--- src/rtl/core/lr_pkg.sv ---
// Shared constants, codes and control types of the line rasterizer.
package lr_pkg;

    // Coordinate and derived widths
    localparam int COORD_BITS = 12;
    localparam int STEP_W     = COORD_BITS + 1;
    localparam int REM_W      = COORD_BITS + 2;
    localparam int ALU_W      = COORD_BITS + 4;
    localparam int DIM_BITS   = 11;
    localparam int CFG_IDX_W  = 1;

    // Frame size after reset
    localparam logic [DIM_BITS-1:0] FRAME_WIDTH_RST  = DIM_BITS'(640);
    localparam logic [DIM_BITS-1:0] FRAME_HEIGHT_RST = DIM_BITS'(480);

    // Configuration register indexes
    localparam logic [CFG_IDX_W-1:0] CFG_FRAME_WIDTH  = 1'b0;
    localparam logic [CFG_IDX_W-1:0] CFG_FRAME_HEIGHT = 1'b1;

    // Request opcodes
    localparam logic OP_START   = 1'b0;
    localparam logic OP_ADVANCE = 1'b1;

    // Sequencer states
    typedef enum logic [3:0] {
        ST_IDLE,
        ST_DX,
        ST_DY,
        ST_ADX,
        ST_ADY,
        ST_CMP,
        ST_MAJ,
        ST_MIN,
        ST_BX,
        ST_BY,
        ST_LAST,
        ST_ACC,
        ST_WRAP,
        ST_OUT
    } t_state;

    // Operation placed on the shared adder in a cycle
    typedef enum logic [3:0] {
        ALU_NONE,
        ALU_DX,
        ALU_DY,
        ALU_ADX,
        ALU_ADY,
        ALU_CMP,
        ALU_MAJ,
        ALU_MIN,
        ALU_BX,
        ALU_BY,
        ALU_LAST,
        ALU_ACC,
        ALU_WRAP
    } t_alu_sel;

    // Datapath status seen by the sequencer
    typedef struct packed {
        logic in_accept;
        logic op_start;
        logic line_active;
        logic out_ready;
    } t_status;

    // Sequencer controls to the datapath
    typedef struct packed {
        logic     in_ready;
        logic     out_valid;
        t_alu_sel alu_sel;
    } t_ctrl;

endpackage

--- src/rtl/core/lr_alu.sv ---
// Shared add/subtract unit with sign and zero flags.
module lr_alu (
    input  logic signed [lr_pkg::ALU_W-1:0] i_a,
    input  logic signed [lr_pkg::ALU_W-1:0] i_b,
    input  logic                            i_sub,
    output logic signed [lr_pkg::ALU_W-1:0] o_res,
    output logic                            o_neg,
    output logic                            o_zero
);

    logic [lr_pkg::ALU_W-1:0] b_op;

    // Invert and carry in for subtract
    assign b_op   = i_sub ? ~i_b : i_b;
    assign o_res  = i_a + b_op + {{(lr_pkg::ALU_W-1){1'b0}}, i_sub};
    assign o_neg  = o_res[lr_pkg::ALU_W-1];
    assign o_zero = (o_res == '0);

endmodule

--- src/rtl/core/lr_seq.sv ---
// Sequencer that steps the shared adder through setup and per-pixel work.
module lr_seq (
    input  logic            i_clk,
    input  logic            i_rst_n,
    input  lr_pkg::t_status i_status,
    output lr_pkg::t_ctrl   o_ctrl
);

    lr_pkg::t_state r_state;
    lr_pkg::t_state n_state;

    // Hold state
    always_ff @(posedge i_clk) begin
        if (!i_rst_n) begin
            r_state <= lr_pkg::ST_IDLE;
        end else begin
            r_state <= n_state;
        end
    end

    // Next state
    always_comb begin
        n_state = r_state;
        case (r_state)
            lr_pkg::ST_IDLE: begin
                if (i_status.in_accept) begin
                    if (i_status.op_start) begin
                        n_state = lr_pkg::ST_DX;
                    end else if (i_status.line_active) begin
                        n_state = lr_pkg::ST_MAJ;
                    end
                end
            end
            lr_pkg::ST_DX:   n_state = lr_pkg::ST_DY;
            lr_pkg::ST_DY:   n_state = lr_pkg::ST_ADX;
            lr_pkg::ST_ADX:  n_state = lr_pkg::ST_ADY;
            lr_pkg::ST_ADY:  n_state = lr_pkg::ST_CMP;
            lr_pkg::ST_CMP:  n_state = lr_pkg::ST_IDLE;
            lr_pkg::ST_MAJ:  n_state = lr_pkg::ST_MIN;
            lr_pkg::ST_MIN:  n_state = lr_pkg::ST_BX;
            lr_pkg::ST_BX:   n_state = lr_pkg::ST_BY;
            lr_pkg::ST_BY:   n_state = lr_pkg::ST_LAST;
            lr_pkg::ST_LAST: n_state = lr_pkg::ST_ACC;
            lr_pkg::ST_ACC:  n_state = lr_pkg::ST_WRAP;
            lr_pkg::ST_WRAP: n_state = lr_pkg::ST_OUT;
            lr_pkg::ST_OUT: begin
                if (i_status.out_ready) begin
                    n_state = lr_pkg::ST_IDLE;
                end
            end
            default: n_state = lr_pkg::ST_IDLE;
        endcase
    end

    // Decode controls
    always_comb begin
        o_ctrl.in_ready  = (r_state == lr_pkg::ST_IDLE);
        o_ctrl.out_valid = (r_state == lr_pkg::ST_OUT);
        case (r_state)
            lr_pkg::ST_DX:   o_ctrl.alu_sel = lr_pkg::ALU_DX;
            lr_pkg::ST_DY:   o_ctrl.alu_sel = lr_pkg::ALU_DY;
            lr_pkg::ST_ADX:  o_ctrl.alu_sel = lr_pkg::ALU_ADX;
            lr_pkg::ST_ADY:  o_ctrl.alu_sel = lr_pkg::ALU_ADY;
            lr_pkg::ST_CMP:  o_ctrl.alu_sel = lr_pkg::ALU_CMP;
            lr_pkg::ST_MAJ:  o_ctrl.alu_sel = lr_pkg::ALU_MAJ;
            lr_pkg::ST_MIN:  o_ctrl.alu_sel = lr_pkg::ALU_MIN;
            lr_pkg::ST_BX:   o_ctrl.alu_sel = lr_pkg::ALU_BX;
            lr_pkg::ST_BY:   o_ctrl.alu_sel = lr_pkg::ALU_BY;
            lr_pkg::ST_LAST: o_ctrl.alu_sel = lr_pkg::ALU_LAST;
            lr_pkg::ST_ACC:  o_ctrl.alu_sel = lr_pkg::ALU_ACC;
            lr_pkg::ST_WRAP: o_ctrl.alu_sel = lr_pkg::ALU_WRAP;
            default:         o_ctrl.alu_sel = lr_pkg::ALU_NONE;
        endcase
    end

endmodule

--- src/rtl/core/line_rasterizer.sv ---
// Line rasterizer top level: endpoint setup, incremental minor-axis stepping, frame test.
//
// A start request latches two endpoints and makes 5 passes through the shared
// adder, then is ready again; it gives no pixel. Each advance request of an
// active line takes 7 adder passes (major coordinate, minor coordinate, x and y
// frame tests, last-pixel test, remainder add, remainder wrap), then holds the
// pixel on the output until taken, after which the block is ready again. An
// advance with no active line is accepted and dropped. The single adder sets
// these pass counts.
// The minor coordinate follows a quotient and remainder of
// (2*|dminor|*k + dmajor) / (2*dmajor), updated by one add and one
// compare-subtract per pixel, so no divider is needed.
module line_rasterizer (
    input  logic                                 i_clk,
    input  logic                                 i_rst_n,
    // request channel
    input  logic                                 i_in_valid,
    output logic                                 o_in_ready,
    input  logic                                 i_opcode,
    input  logic signed [lr_pkg::COORD_BITS-1:0] i_first_x,
    input  logic signed [lr_pkg::COORD_BITS-1:0] i_first_y,
    input  logic signed [lr_pkg::COORD_BITS-1:0] i_second_x,
    input  logic signed [lr_pkg::COORD_BITS-1:0] i_second_y,
    // pixel channel
    output logic                                 o_out_valid,
    input  logic                                 i_out_ready,
    output logic signed [lr_pkg::COORD_BITS-1:0] o_pixel_x,
    output logic signed [lr_pkg::COORD_BITS-1:0] o_pixel_y,
    output logic                                 o_pixel_inside,
    output logic                                 o_all_inside,
    output logic                                 o_last_pixel,
    // configuration
    input  logic                                 i_cfg_we,
    input  logic [lr_pkg::CFG_IDX_W-1:0]         i_cfg_idx,
    input  logic [lr_pkg::DIM_BITS-1:0]          i_cfg_data
);

    localparam int CB = lr_pkg::COORD_BITS;
    localparam int AW = lr_pkg::ALU_W;

    lr_pkg::t_status status;
    lr_pkg::t_ctrl   ctrl;

    // Frame size
    logic [lr_pkg::DIM_BITS-1:0] r_frame_width;
    logic [lr_pkg::DIM_BITS-1:0] r_frame_height;

    // Latched endpoints and setup values
    logic signed [CB-1:0] r_fx, r_fy, r_sx, r_sy;
    logic signed [CB:0]   r_dx, r_dy;
    logic [CB-1:0]        r_adx, r_ady;

    // Line state
    logic                         r_line_active;
    logic                         r_major_is_x;
    logic signed [CB-1:0]         r_low_major;
    logic signed [CB-1:0]         r_low_minor;
    logic [CB-1:0]                r_dmaj;
    logic [CB-1:0]                r_dmin;
    logic                         r_minor_neg;
    logic [lr_pkg::STEP_W-1:0]    r_step;
    logic [lr_pkg::REM_W-1:0]     r_rem;
    logic [CB-1:0]                r_quo;
    logic                         r_inside_so_far;

    // Current pixel
    logic signed [CB-1:0] r_pmaj, r_pmin;
    logic                 r_in_x, r_in_y;

    // Output registers
    logic signed [CB-1:0] r_pixel_x, r_pixel_y;
    logic                 r_pixel_inside, r_all_inside, r_last_pixel;

    // Shared adder
    logic signed [AW-1:0] alu_a, alu_b, alu_res;
    logic                 alu_sub, alu_neg, alu_zero;

    // Setup decisions
    logic                 cmp_major_x, cmp_swap, raw_min_neg, raw_min_pos;
    logic signed [CB-1:0] px, py;
    logic                 pix_inside;

    assign status.in_accept   = i_in_valid & ctrl.in_ready;
    assign status.op_start    = (i_opcode == lr_pkg::OP_START);
    assign status.line_active = r_line_active;
    assign status.out_ready   = i_out_ready;

    lr_seq u_seq (
        .i_clk    (i_clk),
        .i_rst_n  (i_rst_n),
        .i_status (status),
        .o_ctrl   (ctrl)
    );

    lr_alu u_alu (
        .i_a    (alu_a),
        .i_b    (alu_b),
        .i_sub  (alu_sub),
        .o_res  (alu_res),
        .o_neg  (alu_neg),
        .o_zero (alu_zero)
    );

    // Map pixel to x and y
    assign px = r_major_is_x ? r_pmaj : r_pmin;
    assign py = r_major_is_x ? r_pmin : r_pmaj;
    assign pix_inside = r_in_x & r_in_y;

    // Pick major axis and endpoint order from the compare pass
    assign cmp_major_x = alu_neg;
    assign cmp_swap    = cmp_major_x ? r_dx[CB] : r_dy[CB];
    assign raw_min_neg = cmp_major_x ? r_dy[CB] : r_dx[CB];
    assign raw_min_pos = cmp_major_x ? (!r_dy[CB] && (r_dy != '0))
                                     : (!r_dx[CB] && (r_dx != '0));

    // Steer operands onto the adder
    always_comb begin
        alu_a   = '0;
        alu_b   = '0;
        alu_sub = 1'b0;
        case (ctrl.alu_sel)
            lr_pkg::ALU_DX: begin
                alu_a   = AW'(r_sx);
                alu_b   = AW'(r_fx);
                alu_sub = 1'b1;
            end
            lr_pkg::ALU_DY: begin
                alu_a   = AW'(r_sy);
                alu_b   = AW'(r_fy);
                alu_sub = 1'b1;
            end
            lr_pkg::ALU_ADX: begin
                alu_b   = AW'(r_dx);
                alu_sub = r_dx[CB];
            end
            lr_pkg::ALU_ADY: begin
                alu_b   = AW'(r_dy);
                alu_sub = r_dy[CB];
            end
            lr_pkg::ALU_CMP: begin
                alu_a   = AW'(r_ady);
                alu_b   = AW'(r_adx);
                alu_sub = 1'b1;
            end
            lr_pkg::ALU_MAJ: begin
                alu_a   = AW'(r_low_major);
                alu_b   = AW'(r_step);
            end
            lr_pkg::ALU_MIN: begin
                alu_a   = AW'(r_low_minor);
                alu_b   = AW'(r_quo);
                alu_sub = r_minor_neg;
            end
            lr_pkg::ALU_BX: begin
                alu_a   = AW'(px);
                alu_b   = AW'(r_frame_width);
                alu_sub = 1'b1;
            end
            lr_pkg::ALU_BY: begin
                alu_a   = AW'(py);
                alu_b   = AW'(r_frame_height);
                alu_sub = 1'b1;
            end
            lr_pkg::ALU_LAST: begin
                alu_a   = AW'(r_dmaj);
                alu_b   = AW'(r_step);
                alu_sub = 1'b1;
            end
            lr_pkg::ALU_ACC: begin
                alu_a   = AW'(r_rem);
                alu_b   = AW'({r_dmin, 1'b0});
            end
            lr_pkg::ALU_WRAP: begin
                alu_a   = AW'(r_rem);
                alu_b   = AW'({r_dmaj, 1'b0});
                alu_sub = 1'b1;
            end
            default: begin
                alu_a   = '0;
            end
        endcase
    end

    // Control registers: frame size, line activity, running flag
    always_ff @(posedge i_clk) begin
        if (!i_rst_n) begin
            r_frame_width   <= lr_pkg::FRAME_WIDTH_RST;
            r_frame_height  <= lr_pkg::FRAME_HEIGHT_RST;
            r_line_active   <= 1'b0;
            r_inside_so_far <= 1'b1;
        end else begin
            if (i_cfg_we) begin
                case (i_cfg_idx)
                    lr_pkg::CFG_FRAME_WIDTH:  r_frame_width  <= i_cfg_data;
                    lr_pkg::CFG_FRAME_HEIGHT: r_frame_height <= i_cfg_data;
                    default: ;
                endcase
            end
            if (ctrl.alu_sel == lr_pkg::ALU_CMP) begin
                r_line_active   <= 1'b1;
                r_inside_so_far <= 1'b1;
            end else if (ctrl.alu_sel == lr_pkg::ALU_LAST) begin
                r_inside_so_far <= r_inside_so_far & pix_inside;
                if (alu_zero) begin
                    r_line_active <= 1'b0;
                end
            end
        end
    end

    // Datapath registers
    always_ff @(posedge i_clk) begin
        if (status.in_accept && status.op_start) begin
            r_fx <= i_first_x;
            r_fy <= i_first_y;
            r_sx <= i_second_x;
            r_sy <= i_second_y;
        end
        case (ctrl.alu_sel)
            lr_pkg::ALU_DX:  r_dx  <= alu_res[CB:0];
            lr_pkg::ALU_DY:  r_dy  <= alu_res[CB:0];
            lr_pkg::ALU_ADX: r_adx <= alu_res[CB-1:0];
            lr_pkg::ALU_ADY: r_ady <= alu_res[CB-1:0];
            lr_pkg::ALU_CMP: begin
                r_major_is_x <= cmp_major_x;
                if (cmp_major_x) begin
                    r_low_major <= cmp_swap ? r_sx : r_fx;
                    r_low_minor <= cmp_swap ? r_sy : r_fy;
                    r_dmaj      <= r_adx;
                    r_dmin      <= r_ady;
                    r_rem       <= lr_pkg::REM_W'(r_adx);
                end else begin
                    r_low_major <= cmp_swap ? r_sy : r_fy;
                    r_low_minor <= cmp_swap ? r_sx : r_fx;
                    r_dmaj      <= r_ady;
                    r_dmin      <= r_adx;
                    r_rem       <= lr_pkg::REM_W'(r_ady);
                end
                r_minor_neg <= cmp_swap ? raw_min_pos : raw_min_neg;
                r_step      <= '0;
                r_quo       <= '0;
            end
            lr_pkg::ALU_MAJ: r_pmaj <= alu_res[CB-1:0];
            lr_pkg::ALU_MIN: r_pmin <= alu_res[CB-1:0];
            lr_pkg::ALU_BX:  r_in_x <= !px[CB-1] && alu_neg;
            lr_pkg::ALU_BY:  r_in_y <= !py[CB-1] && alu_neg;
            lr_pkg::ALU_LAST: begin
                r_pixel_x      <= px;
                r_pixel_y      <= py;
                r_pixel_inside <= pix_inside;
                r_all_inside   <= r_inside_so_far & pix_inside;
                r_last_pixel   <= alu_zero;
                if (!alu_zero) begin
                    r_step <= r_step + 1'b1;
                end
            end
            lr_pkg::ALU_ACC: r_rem <= alu_res[lr_pkg::REM_W-1:0];
            lr_pkg::ALU_WRAP: begin
                // once the remainder reaches 2*dmajor, drop one period and advance the quotient
                if (!alu_neg) begin
                    r_rem <= alu_res[lr_pkg::REM_W-1:0];
                    r_quo <= r_quo + 1'b1;
                end
            end
            default: ;
        endcase
    end

    assign o_in_ready     = ctrl.in_ready;
    assign o_out_valid    = ctrl.out_valid;
    assign o_pixel_x      = r_pixel_x;
    assign o_pixel_y      = r_pixel_y;
    assign o_pixel_inside = r_pixel_inside;
    assign o_all_inside   = r_all_inside;
    assign o_last_pixel   = r_last_pixel;

    // Block frees up the cycle after a pixel is taken
    a_ready_after_take: assert property (@(posedge i_clk) disable iff (!i_rst_n)
        (o_out_valid && i_out_ready) |=> o_in_ready)
        else $error("not ready after pixel taken");

    // Step index never runs past the line length
    a_step_bound: assert property (@(posedge i_clk) disable iff (!i_rst_n)
        r_line_active |-> (r_step <= lr_pkg::STEP_W'(r_dmaj)))
        else $error("step index beyond line end");

    // Remainder stays reduced between pixels
    a_rem_bound: assert property (@(posedge i_clk) disable iff (!i_rst_n)
        (o_in_ready && r_line_active && (r_dmaj != '0))
            |-> (r_rem < lr_pkg::REM_W'({r_dmaj, 1'b0})))
        else $error("remainder not reduced");

    // Last pixel ends the line
    a_last_ends_line: assert property (@(posedge i_clk) disable iff (!i_rst_n)
        (o_out_valid && o_last_pixel) |-> !r_line_active)
        else $error("line still active after last pixel");

    // Running flag never exceeds the pixel flag
    a_all_inside: assert property (@(posedge i_clk) disable iff (!i_rst_n)
        (o_out_valid && o_all_inside) |-> o_pixel_inside)
        else $error("running inside flag set on outside pixel");

endmodule
--- config.mk ---
export PLATFORM = sky130hd
export DESIGN_NAME = line_rasterizer
export DESIGN_NICKNAME = d
export VERILOG_FILES = /design/src/rtl/core/lr_pkg.sv /design/src/rtl/core/lr_alu.sv /design/src/rtl/core/lr_seq.sv /design/src/rtl/core/line_rasterizer.sv
export SDC_FILE = /design/constraint.sdc
export NUM_CORES = 1
export LEC_CHECK = 0
export BUFFER_PORTS_ARGS = -buffer_cell sky130_fd_sc_hd__buf_2
export CAP_MARGIN = 20
export CORE_MARGIN = 2
export CORE_UTILIZATION = 44
export CTS_CLUSTER_DIAMETER = 150
export DETAILED_ROUTE_END_ITERATION = 12
export GPL_TIMING_DRIVEN = 0
export PLACE_DENSITY_LB_ADDON = 0.12
export SLEW_MARGIN = 20
export SYNTH_ARGS = -nofsm -noshare
export SYNTH_HDL_FRONTEND = slang
export SYNTH_HIERARCHICAL = 1
export SYNTH_SLANG_ARGS = --single-unit
export TNS_END_PERCENT = 20
--- constraint.sdc ---
create_clock -name i_clk -period 6.4 [get_ports i_clk]
set_clock_uncertainty 0.2 [all_clocks]
set_input_delay 1.28 -clock i_clk [delete_from_list [all_inputs] [get_ports i_clk]]
set_output_delay 1.28 -clock i_clk [all_outputs]
set_load 0.01 [all_outputs]
* Word level (Yosys, flattened, before mapping)
Memories as Yosys holds them, arrays and structs flattened. A register that Yosys moved wholly into a read port is not among the register bits.
Index checks and enable logic that the tools add are counted.
** Storage, ports and cells
- Register bits after elaboration :: 268
- ROM bits :: 64
- Bits of input ports :: 66
- Output and inout port bits :: 29
- Logic and storage cells :: 133
- Memories kept :: 1
** Cells by class
- Add/subtract/negate cells :: 4
- Eq/ne operators :: 29
- Multiplexer cells :: 33
- Bitwise operators :: 7
- Reduce and logical (&&, ||, !) cells :: 28
** Memory list
- (name not given) :: words 16, width 4, rd ports 1, clocked after memory_dff 1, wr ports 0, line lr_seq.sv:59 : case (r_state)
** Operator list (count)
- $pmux 16 s11 :: 1
- $pmux 16 s9 :: 1
- $mux 12 :: 10
- $pmux 4 s13 :: 1
- $eq 4x4->1 const B :: 11
- $pmux 14 s3 :: 1
- $eq 4x3->1 const B :: 7
- $pmux 13 s2 :: 1
- $reduce_bool 13->1 :: 2
- $mux 4 :: 6
- $pmux 12 s2 :: 1
- $add 16x1->16 :: 1
- $add 16x16->16 :: 1
- $eq 4x2->1 const B :: 4
- $logic_not 16->1 :: 1
- $mux 16 :: 1
- $not 16->16 :: 1
- $mux 14 :: 1
- $add 13x1->13 const B :: 1
- $mux 13 :: 1
- $add 12x1->12 const B :: 1
- $reduce_and 2->1 :: 6
- $eq 4x1->1 const B :: 2
- $mux 1 :: 7
- 14 further kinds :: 31

* Depth between registers and ports, before layout
- Depth after elaboration :: 11
- Mapped depth :: 24
- Gate-level depth less buffers :: 18

* Cells and area by module
The synthesis kept the hierarchy.
** By module, submodules not included
- line_rasterizer :: times used 1, cells each 863, area an instance 12021.5 µm², seq. area each 7687.4 µm²
- lr_alu :: times used 1, cells each 137, area an instance 1009.7 µm², seq. area each 0.0 µm²
- lr_seq :: times used 1, cells each 50, area an instance 440.4 µm², seq. area each 160.2 µm²

* Worst setup path before layout
No wires, ideal clock.
- Path kind :: reg-to-reg
- Start :: reg u_seq/o_ctrl[1] (netlist name)
- End :: reg r_step[0] in the netlist's numbering, enable pin
- Library setup time :: 0.428 ns
- Arrival :: 5.385 ns
- Required time :: 5.772 ns
- Slack :: 0.386 ns
- Cell stages (with the launch flop) :: 17
- Buffers on the path :: 2
- Period minus slack after synthesis :: 6.014 ns
- Cells stage by stage :: dfxtp_1 > buf_4 > buf_6 > nor4b_2 > a22o_1 > a21oi_1 > nand3_1 > mux2i_2 > inv_1 > fa_1 > xor2_1 > or3_2 > or3_1 > or4_1 > a2111o_1 > nor4_2 > o21ai_0
** On the way
- Cells in the longest elaborated chain, start to end :: 10
- Elaborated cells between the ends (all ways) :: 26
- Classes of those cells :: add/sub (2); eq/ne (13); mux (4); bitwise (1); reduce/logical (6)
** Ends and longest elaborated chain
- $eq 4x4->1 or $eq 4x3->1 (tied branches) :: line line_rasterizer.sv:121 : case (ctrl.alu_sel)
- $reduce_or 2->1 (no line)
- $pmux 16 s11 * :: line line_rasterizer.sv:121
- named net alu_b[0] :: line line_rasterizer.sv:75 : logic signed [AW-1:0] alu_a, alu_b, alu_res;
- $not 16->16 :: line lr_alu.sv:14 : assign b_op = i_sub ? ~i_b : i_b;
- $mux 16 * :: line lr_alu.sv:14
- $add 16x16->16 * :: line lr_alu.sv:15 : assign o_res = i_a + b_op + {{(lr_pkg::ALU_W-1){1'b0}}, i_sub};
- $add 16x1->16 * :: line lr_alu.sv:15
- named net alu_res[2] :: line line_rasterizer.sv:75
- $logic_not 16->1 * :: line lr_alu.sv:17 : assign o_zero = (o_res == '0);
- named net alu_zero :: line line_rasterizer.sv:76 : logic alu_sub, alu_neg, alu_zero;
- $ne 2x2->1 (no line) *
- $reduce_and 2->1 (no line) *
- to (signal assigned) :: line line_rasterizer.sv:254 : r_step <= r_step + 1'b1;
- to (decl) :: line line_rasterizer.sv:61 : logic [lr_pkg::STEP_W-1:0] r_step;
Mark *: on every way through the listed nets, which the timed path passes. The rest lies on a longest branch.
A chain may end at the register's enable or synchronous reset.

* Worst setup path after layout
- Start :: reg u_seq/o_ctrl[0] (netlist name)
- End :: reg r_low_minor[5], data pin
** On the way
- Cells in the longest elaborated chain, start to end :: 10
- Elaborated cells between the ends (all ways) :: 26
- Classes of those cells :: add/sub (2); eq/ne (12); mux (8); bitwise (1); reduce/logical (3)
** Ends and longest elaborated chain
- $eq 4x4->1 or $eq 4x3->1 (tied branches) :: line line_rasterizer.sv:121
- $reduce_or 2->1 (no line)
- $pmux 16 s11 * :: line line_rasterizer.sv:121
- named net alu_b[2] :: line line_rasterizer.sv:75
- $not 16->16 :: line lr_alu.sv:14
- $mux 16 * :: line lr_alu.sv:14
- $add 16x16->16 * :: line lr_alu.sv:15
- $add 16x1->16 * :: line lr_alu.sv:15
- named net alu_neg :: line line_rasterizer.sv:76
- $mux 1 :: line line_rasterizer.sv:111 : assign cmp_swap = cmp_major_x ? r_dx[CB] : r_dy[CB];
- $mux 12 (on tied branches) :: line line_rasterizer.sv:234, line_rasterizer.sv:228
- $mux 12 * :: line line_rasterizer.sv:226 : if (cmp_major_x) begin
- to (signal assigned) :: line line_rasterizer.sv:228 : r_low_minor <= cmp_swap ? r_sy : r_fy;
- to (signal assigned) :: line line_rasterizer.sv:234 : r_low_minor <= cmp_swap ? r_sx : r_fx;
- to (decl) :: line line_rasterizer.sv:57 : logic signed [CB-1:0] r_low_minor;
Marked as above.

==> run metrics <==
dpl hpwl 32000 um; Cells after Synth approximately 1000; row cnt 64; Initial DRC Count between 1000 and 1500; Final Hold Violating Endpoints 0; Rel. slew slack 26.99%; CP peak stage delay 0.59 ns; CTS max path bufs 3; WP buf/inv 3; Root Driver clkbuf_16; fmax 162.3 MHz; Via density 6.016; CTS buffer count 30; pre-CTS WS -1.316 ns; RR Endpoint r_low_minor[5]; routed length per instance 26.89 um; Routed WL 43210 um; via count 9667; fin. max-slew vios 0; area growth from synthesis to layout 16.61%; Crit Path Max Fanout 57; clock-pin transition on the worst setup and hold timing paths 0.06 ns; initial antenna violation count 0; outcome finished clean; final hold slack 0.2684 ns; Core Footprint 30350 sq um; CTS tree built; vias in the first global route 9254; WL met1 18040 um; filler cell count 2631; Top Layer Used met4; R2R Path Start u_seq/o_ctrl[0]; DRT antenna net count 0; Hold Path Sink r_frame_height[3]; final core occ 51.73%; min-delay src r_frame_height[3]; Worst EP required 6.47 ns; metal3 WL 4410 um; worst path cell trace nor2b_2 -> nand2_2 -> inv_12 -> a221oi_1 -> nand3_1 -> xor2_1 -> ha_1 -> a21oi_1 -> o22ai_1 -> nor4_2 -> o31ai_1 -> a21oi_1 -> xor2_2 -> buf_6 -> mux2i_4 -> buf_6 -> mux2i_1 -> mux2i_2; Max-Cap Viols 0; DRC 0; Critical Path Sink Type register; Die Ht approximately 180 um; nature of the critical path startpoint register; die span in x ~180 um; netlist area before placement 13460 sq um; fraction of layout instances using a drive strength above 1 25.62%; Met2 Wirelength 19350 um; grt ovf 0; GPL Wtd Cong ~0.97; 1st-pass router iterations 5; num ports 95; syn_area_per_cell 12.84 sq um; hold crit path type reg -> reg; post-synth net total 1133; Die Footprint about 32000 sq um; critical path data arrival time 6.23 ns; cell depth of the worst hold path 2; CTS sink cnt around 270; unrepaired setup endpoints after global routing false; min Tclk post-route about 6.2 ns; Buffers on Ports 94; nets between 1000 and 1500; Synthesis Warnings 6; total track usage 27.54%; path depth of the worst reg2reg path 18; Initial Utilization between 40% and 50%; largest net degree at the start of global routing 58; final setup violation count 0; PnR worst setup slack 0.2382 ns; delay-heaviest family, CP simple AND/OR/NAND/NOR gates; Clk Latency, worst-skew pair 0.56 ns; slowest CP cell dfxtp_1; first-pass GRT wire length 62760 um; H-tree depth 1; critical path class reg -> reg; period utilization between 90 and 100%; Post-CTS Hold Buffers 0; measured slew at the worst slew-check pin 1.087 ns; R2R setup slack 0.24 ns
-- routing by layer --
layer / GRT usage (%) / up-vias
li1: - / 4360
met1: 38.21 / 4708
met2: 42.76 / 525
met3: 6.383 / 74
met4: 8.841 / 0
met5: 0 / -
-- metrics by stage --
| stage | instances | instance area, sq um | setup TNS (ns) |
|---|---|---|---|
| final | 1607 | 15700 | 0 |
| after global routing | 1606 | 15700 | 0 |
| after CTS | 1601 | 15620 | 0 |
| after detailed placement | 1547 | 14570 | -73.35 |
| after global placement | 1539 | 14430 | -159.34 |
| after floorplan | 1049 | 13460 | 0 |
-- cells in the final DEF (no fill, tap or decap), types with 16 or more instances in the layout --
master and count:
ha_1 17, clkbuf_16 35, mux2i_1 58, o21ai_0 22
clkbuf_1 20, a21oi_1 21, edfxtp_1 240, nand4_1 18
buf_4 19, a22oi_1 57, a21boi_0 17, nor2_1 41
xor2_1 33, inv_1 16, dfxtp_1 31, mux2_2 65
nand2_1 87, buf_2 115, nand3_1 28
-- state kept, by name, summed over array words and instances (netlist names), 11 cells and up --
signal and flops:
r_dy 13, r_rem 14, r_ady 12, r_low_minor 12, r_dmaj 12, r_frame_width 11, r_frame_height 11, r_low_major 12
r_fy 12, r_sx 12, o_pixel_y 12, r_sy 12, r_quo 12, r_dx 13, r_pmaj 12, r_fx 12
o_pixel_x 12, r_pmin 12, r_dmin 12, r_adx 12, r_step 13
-- worst max-delay path by stage --
stage | from | end | slack (ns) | cells after the start
after CTS | u_seq/o_ctrl[0] | r_step[9] | 0.02 | 17
after global placement | u_seq/o_ctrl[0] | r_rem[3] | -2.48 | 16
after detailed placement | u_seq/o_ctrl[0] | r_rem[3] | -1.32 | 18
final | u_seq/o_ctrl[0] | r_low_minor[5] | 0.24 | 18
after floorplan | u_seq/o_ctrl[1] | r_step[0] | 0.39 | 16
after global routing | u_seq/o_ctrl[2] | r_low_minor[5] | 0.02 | 19
-- what timing repair did --
action,4_1_cts,5_1_grt
setup buffers,0,6
gates resized for setup,20,11
pin swaps,0,1
setup endpoints to repair,96,77
cloned,0,0
-- final cells by class --
| type | count | area (sq um) | area share [%] |
|---|---|---|---|
| diodes | 1 | 2.502 | 0.01594 |
| repair buffers | 108 | 618.1 | 3.937 |
| inverters | 20 | 90.09 | 0.5738 |
| plain buffers | 61 | 399.1 | 2.542 |
| multi-input cells | 695 | 5259 | 33.50 |
| well taps | 396 | 495.5 | 3.156 |
| flip-flops and latches | 272 | 7849 | 49.99 |
| clock inverters | 10 | 70.07 | 0.4463 |
| clock buffers | 44 | 917.1 | 5.842 |
-- worst reg2reg max path, cell delays in order, from the launching register on --
cell	delay, ns
dfxtp_1	0.59
nor2b_2	0.51
nand2_2	0.34
inv_12	0.38
a221oi_1	0.29
nand3_1	0.19
xor2_1	0.16
ha_1	0.30
a21oi_1	0.26
o22ai_1	0.21
nor4_2	0.40
o31ai_1	0.14
a21oi_1	0.25
xor2_2	0.29
buf_6	0.26
mux2i_4	0.39
buf_6	0.23
mux2i_1	0.31
mux2i_2	0.19
Power is left out: the tool's default activity adds up to more than one toggle a clock period on the data nets, which glitch-free logic cannot reach.
